<file path="src/rtl/hcr_pkg.sv">
package hcr_pkg;

    localparam int MAX_WIDTH    = 1024;
    localparam int WINDOW       = 3;
    localparam int GRAD_BITS    = 12;
    localparam int WIN_CELLS    = WINDOW * WINDOW;
    localparam int COL_BITS     = 10;
    localparam int ROW_BITS     = 16;
    localparam int WIDTH_BITS   = 11;
    localparam int LINE_BITS    = GRAD_BITS * (WINDOW - 1);
    localparam int SXX_BITS     = 26;
    localparam int SXY_BITS     = 27;
    localparam int PROD_BITS    = 2 * SXX_BITS;
    localparam int DIVIDEND_BITS = PROD_BITS + 1;
    localparam int TRACE_BITS   = SXX_BITS + 1;
    localparam int RESP_BITS    = 26;
    localparam int QUEUE_DEPTH  = 2;
    localparam int QPTR_BITS    = 1;
    localparam int CFG_IDX_BITS = 1;
    localparam int CFG_DATA_BITS = 16;

    localparam logic [CFG_IDX_BITS-1:0] REG_IMAGE_WIDTH  = 1'd0;
    localparam logic [CFG_IDX_BITS-1:0] REG_IMAGE_HEIGHT = 1'd1;

    localparam logic [WIDTH_BITS-1:0] WIDTH_RESET  = 11'd640;
    localparam logic [ROW_BITS-1:0]   HEIGHT_RESET = 16'd480;

    typedef struct packed {
        logic signed [GRAD_BITS-1:0] grad_x;
        logic signed [GRAD_BITS-1:0] grad_y;
    } t_pixel;

    typedef struct packed {
        logic [RESP_BITS-1:0] response;
        logic                 frame_end;
    } t_result;

    typedef struct packed {
        logic [SXX_BITS-1:0]        sxx;
        logic signed [SXY_BITS-1:0] sxy;
        logic [SXX_BITS-1:0]        syy;
        logic                       frame_end;
    } t_sums;

    typedef enum logic [2:0] {
        F_IDLE,
        F_READ,
        F_SHIFT,
        F_SUM,
        F_PUSH
    } t_front_state;

    typedef enum logic [2:0] {
        B_IDLE,
        B_MUL,
        B_SUB,
        B_DIV,
        B_OUT
    } t_back_state;

endpackage

</file>
<file path="src/rtl/hcr_queue.sv">
module hcr_queue (
    input  logic           i_clk,
    input  logic           i_rst_n,
    input  logic           i_push,
    input  hcr_pkg::t_sums i_data,
    output logic           o_full,
    input  logic           i_pop,
    output hcr_pkg::t_sums o_data,
    output logic           o_empty
);
    import hcr_pkg::*;

    t_sums r_mem [QUEUE_DEPTH];
    logic [QPTR_BITS-1:0] r_wptr, r_rptr;
    logic [QPTR_BITS:0]   r_count;

    assign o_full  = (r_count == (QPTR_BITS+1)'(QUEUE_DEPTH));
    assign o_empty = (r_count == '0);
    assign o_data  = r_mem[r_rptr];

    always_ff @(posedge i_clk) begin
        if (!i_rst_n) begin
            r_wptr  <= '0;
            r_rptr  <= '0;
            r_count <= '0;
        end else begin
            if (i_push) r_wptr <= r_wptr + 1'b1;
            if (i_pop)  r_rptr <= r_rptr + 1'b1;
            if (i_push && !i_pop)      r_count <= r_count + 1'b1;
            else if (i_pop && !i_push) r_count <= r_count - 1'b1;
        end
    end

    always_ff @(posedge i_clk) begin
        if (i_push) r_mem[r_wptr] <= i_data;
    end

    a_no_overflow: assert property (@(posedge i_clk) disable iff (!i_rst_n)
        !(i_push && o_full))
        else $error("queue overflow");
    a_no_underflow: assert property (@(posedge i_clk) disable iff (!i_rst_n)
        !(i_pop && o_empty))
        else $error("queue underflow");
endmodule

</file>
<file path="config.mk">
export PLATFORM = sky130hd
export DESIGN_NAME = hcr_queue
export DESIGN_NICKNAME = d
export VERILOG_FILES = /design/src/rtl/hcr_pkg.sv /design/src/rtl/hcr_queue.sv
export SDC_FILE = /design/constraint.sdc
export NUM_CORES = 1
export LEC_CHECK = 0
export ABC_AREA = 1
export BUFFER_PORTS_ARGS = -buffer_cell sky130_fd_sc_hd__buf_2
export CAP_MARGIN = 30
export CELL_PAD_IN_SITES_DETAIL_PLACEMENT = 0
export CELL_PAD_IN_SITES_GLOBAL_PLACEMENT = 1
export CORE_ASPECT_RATIO = 0.8
export CORE_MARGIN = 2
export CORE_UTILIZATION = 48
export CTS_CLUSTER_DIAMETER = 60
export CTS_CLUSTER_SIZE = 14
export DETAILED_ROUTE_END_ITERATION = 6
export GPL_TIMING_DRIVEN = 0
export PLACE_DENSITY = 0.81
export SLEW_MARGIN = 0
export SYNTH_ARGS = -nofsm -noshare
export SYNTH_HDL_FRONTEND = slang
export SYNTH_SLANG_ARGS = --single-unit
</file>
<file path="constraint.sdc">
create_clock -name i_clk -period 12.6 [get_ports i_clk]
set_input_delay 1.26 -clock i_clk [delete_from_list [all_inputs] [get_ports i_clk]]
set_output_delay 1.26 -clock i_clk [all_outputs]
set_load 0.01 [all_outputs]
</file>
Yosys cells after proc, flatten, opt, wreduce, memory -nomap -nowiden
Memory sizes are Yosys's and may differ from the RTL's. A register that Yosys moved wholly into a read port is not among the register bits.
Index checks and enable logic that the tools add are counted.
{"block": "classes", "addsub": 4, "n_reduce_logical": 6, "magnitude_cmp": 0, "multipliers": 0, "n_shift": 0, "n_div": 0, "bitwise": 0, "mux": 6, "n_eq_ne": 1}
{"operator": "1-bit 2-to-1 mux", "count": 4}
{"operator": "2-bit 2-to-1 mux", "count": 2}
{"operator": "1-bit adder (second input constant)", "count": 2}
{"operator": "2-bit by 1-bit adder with 2-bit output (second input constant)", "count": 1}
{"operator": "2-bit == test (second input constant)", "count": 1}
{"operator": "1-bit logical AND", "count": 2}
{"operator": "1-bit zero test", "count": 2}
{"operator": "2-bit zero test", "count": 1}
{"operator": "2-bit nonzero test", "count": 1}
{"operator": "2-bit by 1-bit subtractor with 2-bit output (second input constant)", "count": 1}
{"block": "word_totals", "ramBits": 160, "output_inout_bits": 82, "wordCells": 21, "rom_bits": 0, "reg_bits": 4, "latch_bits": 0, "n_memories": 1, "inputBits": 84}
{"name": "r_mem", "words": 2, "width": 80, "read_ports": 1, "rd_clocked_by_memory_dff": 1, "wr": 1, "line_no": "hcr_queue.sv:13", "text": "t_sums r_mem [QUEUE_DEPTH];"}

Logic depth before layout (Yosys ltp)
{"block": "depth", "word_depth": 4, "depth_mapped": 8, "mapped_depth_nobuf": 8}

Least setup slack after synthesis
Ideal clock, no wire load.
{"block": "synth_timing", "path_kind": "input-to-reg", "startpoint": "input port i_push", "endpoint": "memory r_mem[0][0] (netlist name), enable pin", "cell_stages": 2, "n_path_buf": 0, "required_ns": 12.079, "t_arrival_ns": 4.652, "setup_slack_ns": 7.428, "setup_time_ns": 0.521, "cell_sequence": "inv_1 nor2_1"}
{"block": "synth_between", "elab_chain_len": 2}
{"item": "from (decl)", "line_no": "hcr_queue.sv:4", "text": "input logic i_push,"}
{"item": "1-bit 2-to-1 mux", "line_no": "hcr_queue.sv:35", "text": "if (i_push) r_mem[r_wptr] <= i_data;"}
{"item": "1-bit 2-to-1 mux (implied by the code)", "line_no": "hcr_queue.sv:35"}
{"item": "to (decl)", "line_no": "hcr_queue.sv:13"}
No other way between the ends.

==> results.py <==
metrics = {
    "status": {
        "outcome": "finished clean",
    },
    "clock_tree": {
        "numClockSinks": 165,
        "clkLatencyLatePin_ns": 0.42,
        "root_buffer": "clkbuf_16",
        "cts_tree": "built",
        "post_cts_resized": 0,
        "htreeDepth": 4,
        "clk_path_buf_depth": 2,
        "cts_buffers": 17,
        "ctsHoldBuffers": 0,
        "post_cts_buffers": 0,
        "clk_pin_slew_ns": 0.06,
    },
    "setup_path": {
        "slowest_stage": "dfxtp_1",
        "path_cells": "buf_6 -> buf_12 -> mux2_4 -> buf_2",
        "required_ns": 11.34,
        "r2r-start": "r_wptr",
        "critPathLaunchType": "flop",
        "worstSetupPathType": "flop to primary output",
        "reg2reg_to": "r_mem[0][59]",
        "crit_family": "buffers and inverters",
        "cp_max_fo": 10,
        "endpoint_kind": "primary output",
        "crit_arrival_ns": 1.59,
        "reg2reg_depth": 3,
        "path_buf_inv": 3,
        "slowest_delay_ns": 0.32,
        "worst-r2r-setup-slack_ns": 10.93,
    },
    "power": {
        "p_seq_share_pct": 49.4,
        "p_clk_share_pct": 39.9,
        "p_comb_share_pct": 10.7,
        "pwr_density_cell_nw_per_um2": 159.5,
        "p_int_w": 0.001038,
        "power_leakage_nw": 3.301,
        "p_sw_share_pct": 20.28,
        "irDropWorstVdd_mv": 0.09733,
        "p_sw_w": 0.0002640,
    },
    "min_path": {
        "min_to": "r_rptr",
        "hp-start": "r_rptr",
        "min_delay_path_depth": 2,
        "hp-class": "flop to flop",
    },
    "route": {
        "ant_nets": 0,
        "vias": 3150,
        "drt_iter0_drc": 193,
        "wire_per_inst_um": 16.69,
        "drt-vias-per-instance": 4.766,
        "finalWirelength_um": 11040,
        "drtPass1Iterations": 4,
        "drc": 0,
    },
    "sta": {
        "final_hold_viol_count": 0,
        "finalSetupTns_ns": 0,
        "worstMarginPinSlew_ns": 0.7509,
        "final-max-slew-violation-count": 0,
        "finalCriticalPeriod_ns": 2.851,
        "min_period_over_period_pct": 22.63,
        "setup-violations-final": 0,
        "max_slew_margin_pct": 49.82,
        "rsz0062_at_grt": "no",
        "fin_skew_ns": 0.01443,
        "holdWs_ns": 0.5077,
        "fmax_mhz": 350.8,
    },
    "global_route": {
        "grt_overflow": 0,
        "grt_max_degree": 43,
        "grt_usage_pct": 16.16,
        "grt_pass1_wl_um": 16900,
        "antenna_found_initial": 2,
        "grt_pass1_vias": 3295,
    },
    "logic_synthesis": {
        "synth.avg_cell_area_um2": 22.55,
        "syn-num-nets": 369,
        "ys_seq_area_share_pct": 76.58,
        "synth_warnings": 0,
        "synthCells": 284,
        "synth_cell_types": 13,
        "syn_area_um2": 6405,
        "ys_ff_latch": 165,
    },
    "placement": {
        "dp_hpwl_um": 7649,
        "io_buffer_count": 165,
        "place.gp.congestion": 0.7046,
        "dpl_cell_area_um2": 7562,
        "dp.cells": 628,
    },
    "floorplanning": {
        "coreArea_um2": 12960,
        "rows": 37,
        "fp.dieW_um": 133.2,
        "ioPinCount": 166,
        "dieArea_um2": 14290,
        "die_h_um": 107.3,
        "start_util_pct": 49.41,
    },
    "layout": {
        "multi_input_area_um2": 1306,
        "nFillCells": 956,
        "finish.instance_area_um2": 8159,
        "layout-drive-gt1-share_pct": 58.56,
        "layout.nets": 557,
        "fin_cells": 661,
        "seqCellArea_um2": 4905,
        "area_growth_pct": 27.39,
    },
    "flow_run": {
        "max_cap_viol_count": 0,
    },
}
## state kept, by name, indices dropped and copies added, names as in the netlist, named ones only
register	cells
r_wptr	1
r_mem	160
r_rptr	1
r_count	2
## worst reg2reg max path: stages, from the launching register on
cell	delay [ns]
dfxtp_1	0.34
nor2_4	0.61
buf_16	0.25
buf_16	0.18
## kinds of logic (layout without fill, tap and decap cells)
kind of cell | Yosys count | after routing | share of synthesized area [%]
other cells | 0 | 1 | 0
compound gates | 2 | 2 | 0.1561
flops | 165 | 165 | 76.58
fa+ha+maj | 1 | 1 | 0.1953
buf+inv | 17 | 218 | 3.145
mux | 80 | 80 | 18.75
simple gates | 19 | 19 | 1.172
## metal layers
layer,share of wire [%],up-vias,GRT usage [%]
met4,1.2,2,5.927
met5,0.12,-,0
met2,49,111,26.50
li1,-,1487,-
met1,42,1539,19.41
met3,7.5,11,6.638
## Yosys cell counts, drive strengths merged
cell type | n | area [µm²]
edfxtp | 160 | 4805
mux2 | 80 | 1201
buf | 9 | 171.4
nor2 | 9 | 33.78
inv | 8 | 30.03
nand2 | 8 | 30.03
dfxtp | 5 | 100.1
a21oi | 1 | 5.000
ha | 1 | 12.51
nand3 | 1 | 5.000
nand4 | 1 | 6.260
o21ai | 1 | 5.000
## through the flow
step	utilization, %	setup slack, ns	power [W]
CTS	62.92	9.709	0.001318
global route	62.92	9.656	0.001351
floorplan	-	7.428	0.0007394
detailed placement	58.34	9.769	0.0007963
finish	62.94	9.749	0.001302
global placement	57.47	5.316	0.0007898
## power by group through the flow
stage          Clock [W]  Sequential, W  Combinational (W)
4_1_cts         0.000533       0.000643           0.000142
6_report        0.000519       0.000643           0.000140
3_5_place_dp           0       0.000654           0.000142
5_1_grt         0.000556       0.000645           0.000150
2_1_floorplan          0       0.000654          0.0000850
3_3_place_gp           0       0.000657           0.000133
## how the worst max path moves through the flow
stage | to | slack, ns | cells after the start | start
2_1_floorplan | r_mem[0][0] | 7.43 | 2 | i_push
3_3_place_gp | r_mem[0][23] | 5.32 | 3 | i_push
3_5_place_dp | r_mem[0][67] | 9.77 | 5 | i_push
4_1_cts | o_data[73] | 9.71 | 4 | flop
5_1_grt | o_data[61] | 9.66 | 4 | flop
6_report | o_data[35] | 9.75 | 4 | flop
## layout make-up
cell class              instances  area share (%)
diodes                          1         0.03067
repair buffers                169           11.38
inverters                       8          0.3987
flip-flops and latches        165           60.11
clock inverters                12           1.932
clock buffers                  20           5.352
plain buffers                   9           2.101
multi-input cells             102           16.01
well taps                     175           2.684
## placed cells by master, fill, tap and decap left out
master,count
buf_16,3
inv_6,1
ha_1,1
inv_4,1
edfxtp_1,160
buf_12,9
dfxtp_1,5
nor2_4,1
clkbuf_1,3
bufinv_16,4
mux2_4,80
clkinv_1,5
o21ai_0,1
nand3_1,1
buf_6,1
diode_2,1
nor2_1,8
clkbuf_16,17
inv_1,7
nand4_1,1
nand2_1,8
clkinv_2,2
a21oi_1,1
buf_2,165
Power figures use the tool's default switching activity.
