==> src/rtl/hcr_pkg.sv <==
package hcr_pkg;

    localparam int MAX_WIDTH    = 1024;
    localparam int WINDOW       = 3;
    localparam int GRAD_BITS    = 12;
    localparam int WIN_CELLS    = WINDOW * WINDOW;
    localparam int COL_BITS     = 10;
    localparam int ROW_BITS     = 16;
    localparam int WIDTH_BITS   = 11;
    localparam int LINE_BITS    = GRAD_BITS * (WINDOW - 1);
    localparam int SXX_BITS     = 26;
    localparam int SXY_BITS     = 27;
    localparam int PROD_BITS    = 2 * SXX_BITS;
    localparam int DIVIDEND_BITS = PROD_BITS + 1;
    localparam int TRACE_BITS   = SXX_BITS + 1;
    localparam int RESP_BITS    = 26;
    localparam int QUEUE_DEPTH  = 2;
    localparam int QPTR_BITS    = 1;
    localparam int CFG_IDX_BITS = 1;
    localparam int CFG_DATA_BITS = 16;

    localparam logic [CFG_IDX_BITS-1:0] REG_IMAGE_WIDTH  = 1'd0;
    localparam logic [CFG_IDX_BITS-1:0] REG_IMAGE_HEIGHT = 1'd1;

    localparam logic [WIDTH_BITS-1:0] WIDTH_RESET  = 11'd640;
    localparam logic [ROW_BITS-1:0]   HEIGHT_RESET = 16'd480;

    typedef struct packed {
        logic signed [GRAD_BITS-1:0] grad_x;
        logic signed [GRAD_BITS-1:0] grad_y;
    } t_pixel;

    typedef struct packed {
        logic [RESP_BITS-1:0] response;
        logic                 frame_end;
    } t_result;

    typedef struct packed {
        logic [SXX_BITS-1:0]        sxx;
        logic signed [SXY_BITS-1:0] sxy;
        logic [SXX_BITS-1:0]        syy;
        logic                       frame_end;
    } t_sums;

    typedef enum logic [2:0] {
        F_IDLE,
        F_READ,
        F_SHIFT,
        F_SUM,
        F_PUSH
    } t_front_state;

    typedef enum logic [2:0] {
        B_IDLE,
        B_MUL,
        B_SUB,
        B_DIV,
        B_OUT
    } t_back_state;

endpackage

==> src/rtl/hcr_back.sv <==
module hcr_back (
    input  logic            i_clk,
    input  logic            i_rst_n,
    input  logic            i_q_empty,
    input  hcr_pkg::t_sums  i_sums,
    output logic            o_q_pop,
    output logic            empty,
    input  logic            pop,
    output hcr_pkg::t_result o_result
);
    import hcr_pkg::*;

    localparam logic [5:0] LAST_STEP = 6'(DIVIDEND_BITS - 1);

    t_back_state r_state, n_state;
    t_sums       r_sums;
    logic [PROD_BITS-1:0]     r_p1, r_p2;
    logic [TRACE_BITS-1:0]    r_trace;
    logic [TRACE_BITS-1:0]    r_rem;
    logic [DIVIDEND_BITS-1:0] r_quo;
    logic [5:0]               r_cnt;
    logic                     r_out_valid;
    t_result                  r_result;
    logic [SXY_BITS-1:0]      neg_sxy;
    logic [SXX_BITS-1:0]      mag_sxy;
    logic [TRACE_BITS:0]      shifted;
    logic [TRACE_BITS:0]      diff;
    logic                     fits, out_free, load_out;
    logic [TRACE_BITS-1:0]    trace;

    assign neg_sxy  = -r_sums.sxy;
    assign mag_sxy  = r_sums.sxy[SXY_BITS-1] ? neg_sxy[SXX_BITS-1:0]
                                             : r_sums.sxy[SXX_BITS-1:0];
    assign trace    = {1'b0, r_sums.sxx} + {1'b0, r_sums.syy};
    assign shifted  = {r_rem, r_quo[DIVIDEND_BITS-1]};
    assign diff     = shifted - {1'b0, r_trace};
    assign fits     = shifted >= {1'b0, r_trace};
    assign out_free = !r_out_valid || pop;
    assign load_out = (r_state == B_OUT) && out_free;

    always_comb begin
        n_state = r_state;
        unique case (r_state)
            B_IDLE:  if (!i_q_empty) n_state = B_MUL;
            B_MUL:   n_state = B_SUB;
            B_SUB:   n_state = (trace == '0) ? B_OUT : B_DIV;
            B_DIV:   if (r_cnt == '0) n_state = B_OUT;
            B_OUT:   if (out_free) n_state = B_IDLE;
            default: n_state = B_IDLE;
        endcase
    end

    always_comb begin
        o_q_pop  = (r_state == B_IDLE) && !i_q_empty;
        empty    = !r_out_valid;
        o_result = r_result;
    end

    always_ff @(posedge i_clk) begin
        if (!i_rst_n) begin
            r_state     <= B_IDLE;
            r_out_valid <= 1'b0;
        end else begin
            r_state <= n_state;
            if (load_out)   r_out_valid <= 1'b1;
            else if (pop)   r_out_valid <= 1'b0;
        end
    end

    always_ff @(posedge i_clk) begin
        if (o_q_pop) r_sums <= i_sums;
        if (r_state == B_MUL) begin
            r_p1 <= r_sums.sxx * r_sums.syy;
            r_p2 <= mag_sxy * mag_sxy;
        end
        if (r_state == B_SUB) begin
            r_trace <= trace;
            r_rem   <= '0;
            r_cnt   <= LAST_STEP;
            // zero trace: quotient reads as 0
            r_quo   <= (trace == '0) ? '0 : {r_p1 - r_p2, 1'b0};
        end else if (r_state == B_DIV) begin
            r_cnt <= r_cnt - 1'b1;
            r_rem <= fits ? diff[TRACE_BITS-1:0] : shifted[TRACE_BITS-1:0];
            r_quo <= {r_quo[DIVIDEND_BITS-2:0], fits};
        end
        if (load_out) begin
            r_result.response  <= r_quo[RESP_BITS-1:0];
            r_result.frame_end <= r_sums.frame_end;
        end
    end

    a_trace_nonzero: assert property (@(posedge i_clk) disable iff (!i_rst_n)
        (r_state == B_DIV) |-> (r_trace != '0))
        else $error("division by zero trace");
    a_result_held: assert property (@(posedge i_clk) disable iff (!i_rst_n)
        (r_out_valid && !pop) |=> (r_out_valid && $stable(r_result)))
        else $error("pending result lost");
endmodule
==> config.mk <==
export PLATFORM = sky130hd
export DESIGN_NAME = hcr_back
export DESIGN_NICKNAME = d
export VERILOG_FILES = /design/src/rtl/hcr_pkg.sv /design/src/rtl/hcr_back.sv
export SDC_FILE = /design/constraint.sdc
export NUM_CORES = 2
export LEC_CHECK = 0
export ABC_AREA = 1
export BUFFER_PORTS_ARGS = -buffer_cell sky130_fd_sc_hd__buf_4
export CAP_MARGIN = 40
export CORE_MARGIN = 2
export CORE_UTILIZATION = 58
export CTS_CLUSTER_DIAMETER = 60
export CTS_CLUSTER_SIZE = 24
export DETAILED_ROUTE_END_ITERATION = 8
export PLACE_DENSITY = 0.74
export SLEW_MARGIN = 20
export SYNTH_ARGS = -nofsm -noshare
export SYNTH_HDL_FRONTEND = slang
export SYNTH_SLANG_ARGS = --single-unit
==> constraint.sdc <==
create_clock -name i_clk -period 11.8 [get_ports i_clk]
set_clock_uncertainty 0.15 [all_clocks]
set_input_delay 1.18 -clock i_clk [delete_from_list [all_inputs] [get_ports i_clk]]
set_output_delay 1.18 -clock i_clk [all_outputs]
set_load 0.03 [all_outputs]
**Yosys cells after proc, flatten, opt, wreduce, memory -nomap -nowiden**

Index checks and enable logic that the tools add are counted.

- Output and inout port bits: 29
- Register bits after elaboration: 328
- Word-level logic and storage cells: 52
- Input bits: 84

- Reductions and logical operators: 11
- Equal/unequal tests: 7
- Magnitude comparators: 1
- Add/subtract/negate cells: 5
- Multiply operators: 2
- Muxes and demuxes: 12

Operator list:

| cell | number |
|---|---|
| 53-bit two-way mux | 3 |
| 26-bit by 26-bit multiplier with 52-bit output | 2 |
| 52-bit subtractor | 1 |
| 28-bit by 27-bit greater-or-equal comparator with 1-bit output | 1 |
| 26-bit by 26-bit adder with 27-bit output | 1 |
| 27-bit zero test | 1 |
| 27-bit two-way mux | 1 |
| 27-bit subtractor | 1 |
| 26-bit two-way mux | 1 |
| 26-bit negation | 1 |
| 3-bit case mux with 5 select lines | 1 |
| 3-bit two-way mux | 4 |
| 3-bit by 2-bit == test with 1-bit output (second input constant) | 2 |
| 6-bit zero test | 1 |
| 2-bit inequality test (second input constant) | 3 |
| 6-bit by 1-bit subtractor with 6-bit output (second input constant) | 1 |
| 2-bit nonzero test | 2 |
| 3-bit by 1-bit == test with 1-bit output (second input constant) | 1 |
| 3-bit == test (second input constant) | 1 |
| 3-bit zero test | 1 |
| 3-bit AND reduction | 1 |
| 1-bit logical AND | 2 |
| 1-bit zero test | 2 |
| 1-bit two-way mux | 2 |
| 1-bit logical OR | 1 |

**Depth between registers and ports, before layout**

- Word-level depth: 4
- Mapped depth: 39
- Mapped depth without buffers: 37

**Worst setup path after synthesis**

No wires, ideal clock.

- Path type: input-to-output
- From: input i_q_empty
- To: output o_q_pop
- Required time: 10.470 ns
- Path buffers: 0
- Setup slack: 3.225 ns
- Stages on the path: 1
- Arrival time: 7.245 ns
- Cells stage by stage: nor3_1

- Cells in the longest elaborated chain, start to end: 2

Ends and longest elaborated chain:

| element | line | text |
|---|---|---|
| from (decl) | hcr_back.sv:4 | `input logic i_q_empty,` |
| 1-bit zero test | hcr_back.sv:54 | `o_q_pop = (r_state == B_IDLE) && !i_q_empty;` |
| 1-bit logical AND | hcr_back.sv:54 |  |
| to (decl) | hcr_back.sv:6 | `output logic o_q_pop,` |

Every way passes these cells.

**Final worst setup path**

- From: register r_sums[27] in the netlist's numbering
- To: register r_p2[47], data pin

- Cells in the longest elaborated chain, start to end: 3

Ends and longest elaborated chain:

| element | line | text |
|---|---|---|
| from (decl) | hcr_back.sv:16 | `t_sums r_sums;` |
| from (signal assigned) | hcr_back.sv:71 | `if (o_q_pop) r_sums <= i_sums;` |
| 26-bit negation | hcr_back.sv:31 | `assign neg_sxy = -r_sums.sxy;` |
| 26-bit two-way mux (*) | hcr_back.sv:32 | `assign mag_sxy = r_sums.sxy[SXY_BITS-1] ? neg_sxy[SXX_BITS-1:0]` |
| 26-bit by 26-bit multiplier with 52-bit output (*) | hcr_back.sv:74 | `r_p2 <= mag_sxy * mag_sxy;` |
| to (signal assigned) | hcr_back.sv:74 |  |
| to (decl) | hcr_back.sv:17 | `logic [PROD_BITS-1:0] r_p1, r_p2;` |

Every way passes the cells marked *; elsewhere a longest branch is shown, timed or not.
A chain may end at the register's enable or synchronous reset.

==> metrics.txt <==
nets@finish=8,914; core area=103,000 sq um; cell count after synthesis=7,253; postcts setup bufs=0; CTS clk-pin slew, worst paths=0.09 ns; Avg Cell Area, Syn=8.33 sq um; via count of the first global-routing pass=49,948; final core utilization=61.8%; EDFF count, synth=290; Rows=118; final worst slack=2.23 ns; DP Wirelength=139,000 um; Mapped Nets=8,914; most used cell, CP=inv_1; run status=finished clean; share of post-route cells with drive strength above 1=5.07%; Non-Filler Instances=8,656; Residual DRC=0; setup slack, reg-to-reg=2.23 ns; reg-to-reg startpoint=r_sums[27]$_DFFE_PP_; Detailed Route Iter0 Violations=3,830; vias per cell=5.44; Ports=113; count of state elements after synthesis=327; routed len/inst=19.6 um; critical path endpoint=r_p2[47]$_DFFE_PP_; Root Driver=clkbuf_16; post_cts resized=0; Initial Util=58.4%; CP startpoint=r_sums[27]$_DFFE_PP_; max-slew violation count=0; Worst Setup Start Kind=register; clock buffer depth=3; gr usage total=32.7%; worst hold-check path type=reg -> reg; antenna violations before repair=3; Initial DRT Pass Iterations=8; # diodes=0; total grt overflow=0; asr flop ratio synth=0%; first-pass GRT wire length=271,000 um; Ys Warns=0; Final setup viols=0; CTS sink count=327; final hold violation count=0; Die Height=327 um; Top FF cell, synth=edfxtp_1; htree depth=1; Skew-Pair Late Insertion Delay=0.66 ns; DR vias=47,131; antenna-violating nets left=0; FF-to-FF path depth=36; port buffer count=112; dpl ws=2.37 ns; Crit. End Element=register; Placed Cells=8,597; P&R area growth vs syn=5.83%; max_cap viols=0; Seq/Total Area, Yosys=15.6%; CTS tree=done; Netlist cell types=63; Slowest-stage cell, CP=nand2_1; RePlAce Congestion=1.01; critical path peak fanout=25; Synth Cell Area=60,400 sq um; worst slew pin tran=0.855 ns; RSZ-0062 raised after global routing=false; Die Width=327 um; Worst R2R End=r_p2[47]$_DFFE_PP_; largest net degree at the start of global routing=65; Worst slew margin=42.9%; critical path required time=12.06 ns; Final min period=9.57 ns; Slowest Stage Delay on Critical Path=0.61 ns; fin crit share=81.1%; cts hold-fix bufs=0; f_max=104 MHz; Setup CP Type=reg -> reg; CP arrival=9.83 ns; setup tns final=0 ns; fillcell total=8,997; die area=107,000 sq um; CTS Buf Count=30; drt total wl=170,000 um
layout by cell type, fill, tap and decap left out, types with 44 or more instances in the layout:
master    netlist  layout
inv_1        2001    2001
nand2_1      1503    1503
fa_1         1089    1089
nor2_1        490     489
ha_1          488     488
edfxtp_1      290     290
a21oi_1       246     246
o21ai_0       190     190
buf_4           2     190
nand3_1       123     123
xor2_1        102     102
xnor2_1        76      76
a31oi_1        64      64
o21ai_2        44      44
metal layers:
metal / routed length, um / track usage (%) / vias up / share of wire, %
li1: - / - / 21460 / -
met1: 67800 / 43.6 / 23061 / 40
met2: 78000 / 52.9 / 2161 / 46
met3: 16400 / 7.06 / 443 / 9.7
met4: 7370 / 12.0 / 6 / 4.3
met5: 41 / 0 / - / 0.024
state kept, by name (all words and copies together) (netlist names):
| signal | cells |
|---|---|
| r_sums | 80 |
| r_quo | 53 |
| r_p1 | 52 |
| r_p2 | 51 |
| o_result | 27 |
| r_rem | 27 |
| r_trace | 27 |
| r_cnt | 6 |
| r_state | 3 |
| r_out_valid | 1 |
Yosys cell counts (all sizes together), types with 7 or more instances:
library cell | n | area, sq um
inv | 2009 | 7540
nand2 | 1514 | 5720
fa | 1089 | 21800
nor2 | 509 | 1990
ha | 488 | 6110
edfxtp | 290 | 8710
a21oi | 249 | 1260
o21ai | 247 | 1400
clkbuf | 192 | 721
nand3 | 129 | 683
xor2 | 103 | 910
xnor2 | 77 | 693
a31oi | 64 | 400
nor3 | 44 | 230
buf | 41 | 266
dfxtp | 37 | 741
nand4 | 27 | 169
a21o | 23 | 173
o21bai | 23 | 173
o21a | 17 | 128
or2 | 12 | 75.1
nand3b | 10 | 78.8
nor4 | 10 | 62.6
and3 | 9 | 56.3
a21boi | 7 | 56.3
worst min path at each step:
stage / start / endpoint / slack (ns) / depth (start not counted)
2_1_floorplan: r_sums[0]$_DFFE_PP_ / o_result[0]$_DFFE_PP_ / 0.25 / 0
3_3_place_gp: r_sums[0]$_DFFE_PP_ / o_result[0]$_DFFE_PP_ / 0.27 / 0
3_5_place_dp: r_sums[0]$_DFFE_PP_ / o_result[0]$_DFFE_PP_ / 0.26 / 0
4_1_cts: r_sums[0]$_DFFE_PP_ / o_result[0]$_DFFE_PP_ / 0.30 / 0
5_1_grt: r_quo[18]$_DFFE_PP_ / o_result[19]$_DFFE_PP_ / 0.30 / 0
6_report: r_sums[0]$_DFFE_PP_ / o_result[0]$_DFFE_PP_ / 0.29 / 0
cells by family (layout without fill, tap and decap cells):
group                      Yosys count  in the layout  synth area share [%]
and+or+nand+nor                   2267           2267                  15.0
buffers and inverters             2245           2268                  14.1
adders and majority gates         1577           1577                  46.2
AOI/OAI and AO/OA                  657            657                  6.31
DFF                                327            327                  15.6
xor gates and xnor gates           180            180                  2.65
critical path: cells and delay by family, from the launching register on:
kind,cells,cell delay [ns]
flops,1,0.47
fa+ha+maj,8,3.99
buf+inv,10,1.62
compound gates,6,0.92
simple gates,11,2.00
xor+xnor,1,0.13
metrics by stage:
| stage | hold slack, ns | area, sq um |
|---|---|---|
| 2_1_floorplan | 0.250 | 60400 |
| 3_3_place_gp | 0.272 | 62600 |
| 3_5_place_dp | 0.264 | 62700 |
| 4_1_cts | 0.295 | 63800 |
| 5_1_grt | 0.303 | 63900 |
| 6_report | 0.289 | 63900 |
cell type report:
cell class	count	area [sq um]	area share, %
Multi-Input combinational cell	4681	42400	66.4
Sequential cell	327	9450	14.8
Inverter	2012	7550	11.8
Tap cell	1380	1730	2.70
Timing Repair Buffer	201	1630	2.54
Clock buffer	31	754	1.18
Clock inverter	24	373	0.583
Power is left out: the tool's default activity adds up to more than one toggle a clock period on the data nets, which glitch-free logic cannot reach.
